File: src/hw/rtl/sma_pkg.sv
// ----------------------------------------------------------------------------
// sma_pkg
// shared types and constants of the moving average block
// ----------------------------------------------------------------------------
package sma_pkg;

	localparam int unsigned WINDOW_MAX = 256;
	localparam int unsigned DATA_W     = 32;
	localparam int unsigned LEN_W      = $clog2(WINDOW_MAX) + 1;
	localparam int unsigned IDX_W      = $clog2(WINDOW_MAX);
	localparam int unsigned SUM_W      = DATA_W + IDX_W;
	localparam int unsigned STATUS_W   = 2;

	localparam logic [STATUS_W-1:0] STATUS_OK    = 2'd0;
	localparam logic [STATUS_W-1:0] STATUS_NULL  = 2'd1;
	localparam logic [STATUS_W-1:0] STATUS_ERROR = 2'd2;

	typedef struct packed {
		logic                     sample_is_null;
		logic signed [DATA_W-1:0] sample_value;
	} in_beat_t;

	typedef struct packed {
		logic signed [DATA_W-1:0] average;
		logic [STATUS_W-1:0]      status;
	} out_beat_t;

endpackage

File: src/hw/rtl/sma_div.sv
// ----------------------------------------------------------------------------
// sma_div
// radix-2 restoring divider, signed sum by unsigned window length, one
// quotient bit per cycle, quotient truncated toward zero
// ----------------------------------------------------------------------------
module sma_div (
	input  logic                              clk,
	input  logic                              arst_n,
	input  logic                              start,
	input  logic signed [sma_pkg::SUM_W-1:0]  dividend,
	input  logic [sma_pkg::LEN_W-1:0]         divisor,
	output logic                              done,
	output logic signed [sma_pkg::DATA_W-1:0] quotient
);

	localparam int unsigned STEPS = sma_pkg::SUM_W;
	localparam int unsigned CNT_W = $clog2(STEPS);

	logic                       busy_q;
	logic                       done_q;
	logic [CNT_W-1:0]           cnt_q;
	logic                       neg_q;
	logic [sma_pkg::LEN_W-1:0]  div_q;
	logic [sma_pkg::LEN_W-1:0]  rem_q;
	logic [sma_pkg::SUM_W-1:0]  quo_q;

	logic [sma_pkg::LEN_W:0]    trial;
	logic                       fits;
	logic [sma_pkg::LEN_W:0]    diff;
	logic [sma_pkg::SUM_W-1:0]  mag;
	logic [sma_pkg::SUM_W-1:0]  quo_neg;

	assign mag     = dividend[sma_pkg::SUM_W-1] ? (~dividend + sma_pkg::SUM_W'(1))
	                                           : dividend;
	assign trial   = {rem_q, quo_q[sma_pkg::SUM_W-1]};
	assign fits    = trial >= {1'b0, div_q};
	assign diff    = trial - {1'b0, div_q};
	assign quo_neg = ~quo_q + sma_pkg::SUM_W'(1);

	always_ff @(posedge clk or negedge arst_n) begin
		if (!arst_n) begin
			busy_q <= 1'b0;
			done_q <= 1'b0;
			cnt_q  <= '0;
		end else begin
			done_q <= 1'b0;
			if (start) begin
				busy_q <= 1'b1;
				cnt_q  <= '0;
			end else if (busy_q) begin
				if (cnt_q == CNT_W'(STEPS - 1)) begin
					busy_q <= 1'b0;
					done_q <= 1'b1;
				end
				cnt_q <= cnt_q + CNT_W'(1);
			end
		end
	end

	always_ff @(posedge clk) begin
		if (start) begin
			neg_q <= dividend[sma_pkg::SUM_W-1];
			div_q <= divisor;
			rem_q <= '0;
			quo_q <= mag;
		end else if (busy_q) begin
			rem_q <= fits ? diff[sma_pkg::LEN_W-1:0] : trial[sma_pkg::LEN_W-1:0];
			quo_q <= {quo_q[sma_pkg::SUM_W-2:0], fits};
		end
	end

	assign done     = done_q;
	assign quotient = neg_q ? quo_neg[sma_pkg::DATA_W-1:0] : quo_q[sma_pkg::DATA_W-1:0];

endmodule

File: config.mk
export PLATFORM = sky130hd
export DESIGN_NAME = sma_div
export DESIGN_NICKNAME = d
export VERILOG_FILES = /design/src/hw/rtl/sma_pkg.sv /design/src/hw/rtl/sma_div.sv
export SDC_FILE = /design/constraint.sdc
export NUM_CORES = 1
export LEC_CHECK = 0
export ABC_AREA = 0
export BUFFER_PORTS_ARGS = -buffer_cell sky130_fd_sc_hd__buf_4
export CAP_MARGIN = 20
export CORE_MARGIN = 5
export CORE_UTILIZATION = 35
export DETAILED_ROUTE_END_ITERATION = 7
export PLACE_DENSITY = 0.66
export SYNTH_ARGS = -nofsm -noshare
export SYNTH_HDL_FRONTEND = slang
export SYNTH_SLANG_ARGS = --single-unit
File: constraint.sdc
create_clock -name clk -period 2.2 [get_ports clk]
set_clock_uncertainty 0.05 [all_clocks]
set_input_delay 0.11 -clock clk [delete_from_list [all_inputs] [get_ports clk]]
set_output_delay 0.11 -clock clk [all_outputs]
set_load 0.1 [all_outputs]
==> metrics, run 1 <==
outcome finished with violations; failing checks setup timing; clk_lat worst skew roughly 330 ps; crit-path cells or4_4, nor4_4, buf_4, nand2_8, o21ai_0, buf_4, xnor2_2, buf_8; via count 4,659; Sink Count 67; # setup viols final 27; worst hold slack between 70 and 80 ps; fraction of layout cells with a size suffix above 1 a little over two fifths; Max stage delay on crit path 580 ps; P per Cell Area approximately 840 nW/um^2; Peak VDD IR 0.391 mV; CP max stage cell or4_4; Reg clk slew, reported paths 50 ps; Slew Limit Fails 0; number of core rows 42; vias in the first global route 4,575; endpoint type of the worst setup path output port; fill count 1,120; CTS tree built; GRT Total Usage 17.2%; Synth area leaders edfxtp_1, xnor2_1, xor2_1, a21oi_1, nor2_1; first-pass GRT wire length 22.7 mm; most frequent cell on the critical path buf_4; met3 usage around 2.5%; area share of the largest cell type after synthesis 31.1%; top post-synthesis cells by count nor2_1, edfxtp_1, a21oi_1; RePlAce Congestion 0.872; nets between 700 and 800; syn nets 581; Critical Path Fanout Max 8; total CTS buffers 9; total power 0.00637 W; I/O Pins 85; clock buffer depth 2; Setup Total Neg Slack -11,460 ps; Initial DRC Count roughly 250; most numerous cell in the Yosys netlist nor2_1; initial antenna violation count 0; area leader, netlist edfxtp_1; max_slew headroom 64.0%; Synth Register Bits 67; number of enable flip-flop cells after synthesis 50; post-route ant nets 0; M1 GR Usage 22.9%; Detail Placement HPWL roughly 10 mm; drt pass-1 iters 4; asr flop ratio synth 11.9%; largest net degree at the start of global routing 48; Final Hold Viols 0; Hold Path Class input port to asynchronous set/reset pin; Core ar. 13,400 sq um; Max Freq between 0.3 and 0.4 GHz; routed length per instance 16.3 um; Slew @ Worst Pin 539 ps; Synth Flop Type edfxtp_1; synthesized area 4820 sq um; Most Used Layer, Global Route met2; fin crit period 2760 ps; DIE HEIGHT about 130 um; Total Wirelength 14.3 mm; RSZ-0062 raised after global routing true; DR vias/cell 5.31; Initial Util 36.0%; yosys warns 0; Crit path required time 2040 ps; CP Launch Type flip-flop; number of distinct library cells after synthesis 56; Area Overhead vs Synth 57.8%; Congestion Overflow GR 0; Max-cap violations 0; PortBufs 84; Antenna Cells 0; fin crit share 125%; Final Instance Area 7610 sq um; CP arrival 2600 ps; Die Width ~130 um; Final WS setup -560 ps; H-Tree Level Count 3; register area share after synthesis 39.0%; GR Layer Usage met2 around 28%; Mean Syn Cell Area 9.35 sq um; static leakage ~3.2 nW; CTS root buffer clkbuf_16; final core occ around 57%; Crit Path Class flip-flop to output port; Cell Area, Placed 6540 sq um; cell count after synthesis 516; die area 16,200 sq um; # DRC 0
metrics by stage:
stage | setup WS [ps] | std cells
finish | -560 | 878
global route | -711 | 878
CTS | -588 | 873
detailed placement | -392 | 839
global placement | -372 | 839
floorplan | -496 | 516
worst paths after layout:
path                                  startpoint               endpoint  slack (ps)  depth (start not counted)
max                           quo_q[3]$_DFFE_PP_           quotient[23]        -560                          8
max in group asynchronous                 arst_n   cnt_q[3]$_DFFE_PN0P_        1900                          2
max reg2reg                  quo_q[39]$_DFFE_PP_  rem_q[0]$_SDFFE_PP0P_          30                          9
min                                       arst_n       busy_q$_DFF_PN0_          80                          2
min in group clk                    dividend[38]    quo_q[38]$_DFFE_PP_          90                          3
min reg2reg                rem_q[4]$_SDFFE_PP0P_  rem_q[5]$_SDFFE_PP0P_         450                          2
cells in the final DEF (no fill, tap or decap), drive strengths merged, types with 9 or more instances in the layout:
| master | n |
|---|---|
| dfxtp | 9 |
| xnor2 | 38 |
| nand3 | 17 |
| clkbuf | 11 |
| edfxtp | 50 |
| o31ai | 21 |
| nor2 | 56 |
| nand2 | 29 |
| ha | 12 |
| inv | 24 |
| o41ai | 12 |
| xor2 | 29 |
| o21ai | 23 |
| nand4 | 10 |
| nor4 | 15 |
| buf | 184 |
| a21oi | 45 |
| dlygate4sd3 | 10 |
power by group:
part / internal, W / total, W / switching [W]
Clock: 0.000901 / 0.00142 / 0.000518
Sequential: 0.00156 / 0.00171 / 0.000145
Combinational: 0.00129 / 0.00325 / 0.00196
Total: 0.00375 / 0.00637 / 0.00262
layer usage:
metal | wire length [um] | up-vias
met5 | 0 | -
met3 | 736 | 17
met4 | 274 | 0
met1 | 6200 | 2225
met2 | 7090 | 121
li1 | - | 2296
state kept, by name, indices dropped and copies added, names as in the netlist:
name / flops
busy_q: 1
done: 1
quo_q: 40
neg_q: 1
div_q: 9
rem_q: 9
cnt_q: 6
layout make-up:
class | instances | area, sq um | share of cell area, %
Inverter | 24 | 90.1 | 1.18
Timing Repair Buffer | 194 | 1730 | 22.8
Clock buffer | 11 | 243 | 3.19
Tap cell | 176 | 220 | 2.89
Clock inverter | 5 | 52.6 | 0.691
Multi-Input combinational cell | 401 | 3390 | 44.5
Sequential cell | 67 | 1880 | 24.7
repair_timing:
item                       CTS  global route
pin swaps                   13            26
resized for setup           68            67
hold buffers                10             0
setup endpoints to repair   34            37
cloned                       0             0
hold endpoints to repair    17             0
setup buffers                8             7
kinds of logic (layout without fill, tap and decap cells):
group / Yosys count / count (layout) / share of synthesized area, %
AOI/OAI and AO/OA: 132 / 132 / 18.8
buffers and inverters: 48 / 234 / 3.97
DFF: 67 / 67 / 39.0
adders and majority gates: 13 / 13 / 3.53
muxes: 9 / 9 / 1.95
and+or+nand+nor: 180 / 180 / 20.5
xor gates and xnor gates: 67 / 67 / 12.2
worst max-delay path: cells and delay by family, from the launching register on:
family                    cells  cell delay [ps]
AOI/OAI and AO/OA             1              200
xor gates and xnor gates      1              110
buffers and inverters         3              580
DFF                           1              420
and+or+nand+nor               3              950
Power figures use the tool's default switching activity.
==> run 2, diff against run 1 <==
--- a/config.mk
+++ b/config.mk
@@ -5,13 +5,14 @@
 export SDC_FILE = /design/constraint.sdc
 export NUM_CORES = 1
 export LEC_CHECK = 0
-export ABC_AREA = 0
+export ABC_AREA = 1
 export BUFFER_PORTS_ARGS = -buffer_cell sky130_fd_sc_hd__buf_4
 export CAP_MARGIN = 20
 export CORE_MARGIN = 5
 export CORE_UTILIZATION = 35
 export DETAILED_ROUTE_END_ITERATION = 7
 export PLACE_DENSITY = 0.66
+export SLEW_MARGIN = 20
 export SYNTH_ARGS = -nofsm -noshare
 export SYNTH_HDL_FRONTEND = slang
 export SYNTH_SLANG_ARGS = --single-unit
==> metrics, run 2 <==
top post-synthesis cells by count nand2_1, inv_1, nand3_1; asr flop ratio synth 11.9% (unchanged); Largest regs quo_q x40, div_q x9, rem_q x9; Synth Register Bits 67 (unchanged); area leader, netlist edfxtp_1; # DRC 0 (unchanged); number of core rows 45 (+7.1%); Final WS setup -27.6 ps (+533 ps); Mean Syn Cell Area 7.09 sq um (-24%); Peak VDD IR 0.425 mV (+8.6%); Crit path buffers/inverters 3 (unchanged); Max-cap violations 0 (unchanged); Flop pwr share 27.1% (+0.3 points); syn nets 822 (+41%); yosys warns 0 (unchanged); Antenna Cells 0 (unchanged); Sw Ratio 43.5% (+2.4 points); clock buffer depth 2 (unchanged); Max Freq 0.449 GHz (+24%); Crit path required time 2040 ps (about the same); CP arrival 2070 ps (-530 ps); most frequent cells in the layout nand2_1, buf_4, inv_1; PortBufs 84 (unchanged); I/O Pins 85 (unchanged); Most flops, register quo_q; fill count 1,451 (+30%); clk_lat worst skew 340 ps (about the same); static leakage 3.37 nW (+6.2%); P per Cell Area 840 nW/um^2 (+0.32%); number of enable flip-flop cells after synthesis 50 (unchanged); Setup Total Neg Slack -96.3 ps (+11,360 ps); synthesized area 5370 sq um (+11%); Max stage delay on crit path 390 ps (-190 ps); DR vias/cell 4.85 (-8.5%); Congestion Overflow GR 0 (unchanged); H-Tree Level Count 3 (unchanged); Slew Limit Fails 0 (unchanged); Clock power frac 24.0% (+1.7 points); nets 940 (+23%); die area 17,900 sq um (+10%); first-pass GRT wire length 24.1 mm (+6.2%); RR Startpoint quo_q[39]$_DFFE_PP_; fin crit share 101% (-24 points); Total Wirelength 14.9 mm (+4.0%); WP depth 9 (+1); CP max stage cell edfxtp_1; worst setup path startpoint quo_q[0]$_DFFE_PP_; CTS tree built; failing checks setup timing; largest net degree at the start of global routing 43 (-10%); Initial Util 35.4% (-0.55 points); Sink Count 67 (unchanged); Pint 0.00353 W (-5.9%); # setup viols final 7 (-74%); cell count after synthesis 757 (+47%); RSZ-0062 raised after global routing true; crit-path cells inv_2, buf_4, nand3_2, nor2_4, nand4_4, o21ai_4, nand3_1, nand2_2, buf_12; worst hold slack 75.0 ps (-4.29 ps); outcome finished with violations; CP delay by family, top simple AND/OR/NAND/NOR gates; fin crit period 2230 ps (-533 ps); Critical Path Fanout Max 3 (-5); Reg clk slew, reported paths 60 ps (about the same); Area Overhead vs Synth 38.6%; Synth area leaders edfxtp_1, nand2_1, nand3_1, xor2_1, inv_1; Initial DRC Count 408 (+63%); number of distinct library cells after synthesis 41 (-27%); CP Launch Type flip-flop; max_slew headroom 67.8% (+3.8 points); Core ar. 15,100 sq um (+13%); Synth Flop Type edfxtp_1; initial antenna violation count 0 (unchanged); most numerous cell in the Yosys netlist nand2_1; DIE HEIGHT 134 um (+5.1%); Hold Path Class input port to asynchronous set/reset pin; Detail Placement HPWL 11.6 mm (+12%); cells on worst reg2reg path 12 (+3); drt pass-1 iters 5 (+1); vias in the first global route 5,002 (+9.3%); total CTS buffers 9 (unchanged); switching power total 0.00272 W (+3.8%); most common cell after layout, fill and taps aside nand2_1; GRT Total Usage 16.6% (-0.61 points); Slew @ Worst Pin 483 ps (-56.5 ps); RePlAce Congestion 0.919 (+5.3%); CTS root buffer clkbuf_16; via count 5,185 (+11%); area share of the largest cell type after synthesis 28.0% (-3.2 points); routed length per instance 13.9 um (-15%); fraction of layout cells with a size suffix above 1 26.7% (-16 points); endpoint type of the worst setup path output port; Die Width 134 um (+5.1%); Crit Path Class flip-flop to output port; Final Hold Viols 0 (unchanged); post-route ant nets 0 (unchanged); register area share after synthesis 35.1% (-4.0 points); Largest register FFs 40 (unchanged); Combinational Power Share 49.0% (-1.9 points)
run 2: area by class of cell:
type | count | area [sq um] | share of cell area (%)
repair buffers | 126 | 1230 | 16.5
clock buffers | 11 | 254 | 3.41
inverters | 96 | 360 | 4.84
well taps | 188 | 235 | 3.16
flip-flops and latches | 67 | 1880 | 25.3
multi-input cells | 575 | 3420 | 46.0
clock inverters | 5 | 58.8 | 0.790
run 2: cells by family (layout without fill, tap and decap cells):
family / Yosys count / in the layout / share of synthesized area (%)
flops: 67 / 67 / 35.1
compound gates: 84 / 84 / 8.93
simple gates: 431 / 431 / 36.8
xor+xnor: 47 / 47 / 7.67
fa+ha+maj: 13 / 13 / 3.17
buf+inv: 115 / 238 / 8.37
run 2: repair_timing:
| action | in CTS | in global routing |
|---|---|---|
| endpoints found under the hold margin | 17 | 0 |
| pin swaps | 13 | 12 |
| hold buffers | 10 | 0 |
| buffers inserted | 13 | 3 |
| gates cloned | 0 | 0 |
| resized for setup | 61 | 41 |
| setup endpoints to repair | 16 | 24 |
run 2: worst paths after layout:
check                      slack (ps)               endpoint
max in group asynchronous        1890   cnt_q[0]$_DFFE_PN0P_
min in group clk                  110    quo_q[37]$_DFFE_PP_
hold / removal                     70   cnt_q[4]$_DFFE_PN0P_
setup reg to reg                  150     quo_q[0]$_DFFE_PP_
setup / recovery                  -30           quotient[25]
hold reg to reg                   420  rem_q[8]$_SDFFE_PP0P_
run 2: power groups by stage:
stage	registers, W	logic [W]	clock network [W]
after floorplan	0.00168	0.00212	0
after global placement	0.00170	0.00271	0
after detailed placement	0.00171	0.00272	0
after CTS	0.00168	0.00296	0.00152
after global routing	0.00171	0.00329	0.00158
final	0.00169	0.00306	0.00150
run 2: metal layers:
| metal | vias to the layer above | share of wire [%] | GRT usage (%) | wire length (um) |
|---|---|---|---|---|
| met5 | - | 0 | 0 | 0 |
| met4 | 0 | 1.7 | 4.86 | 256 |
| met3 | 19 | 4.6 | 3.19 | 680 |
| met2 | 119 | 45 | 26.1 | 6710 |
| met1 | 2357 | 49 | 23.3 | 7220 |
| li1 | 2690 | - | - | - |
run 2: metrics by stage:
step	util, %	cells	worst slack [ps]	instance area [sq um]	power [W]
after global routing	49.1	1068	-147	7440	0.00659
after detailed placement	42.9	1026	46.5	6500	0.00443
final	49.1	1068	-27.6	7440	0.00625
after global placement	42.9	1026	83.6	6500	0.00442
after floorplan	-	757	-465	5580	0.00380
after CTS	47.9	1065	-103	7260	0.00616
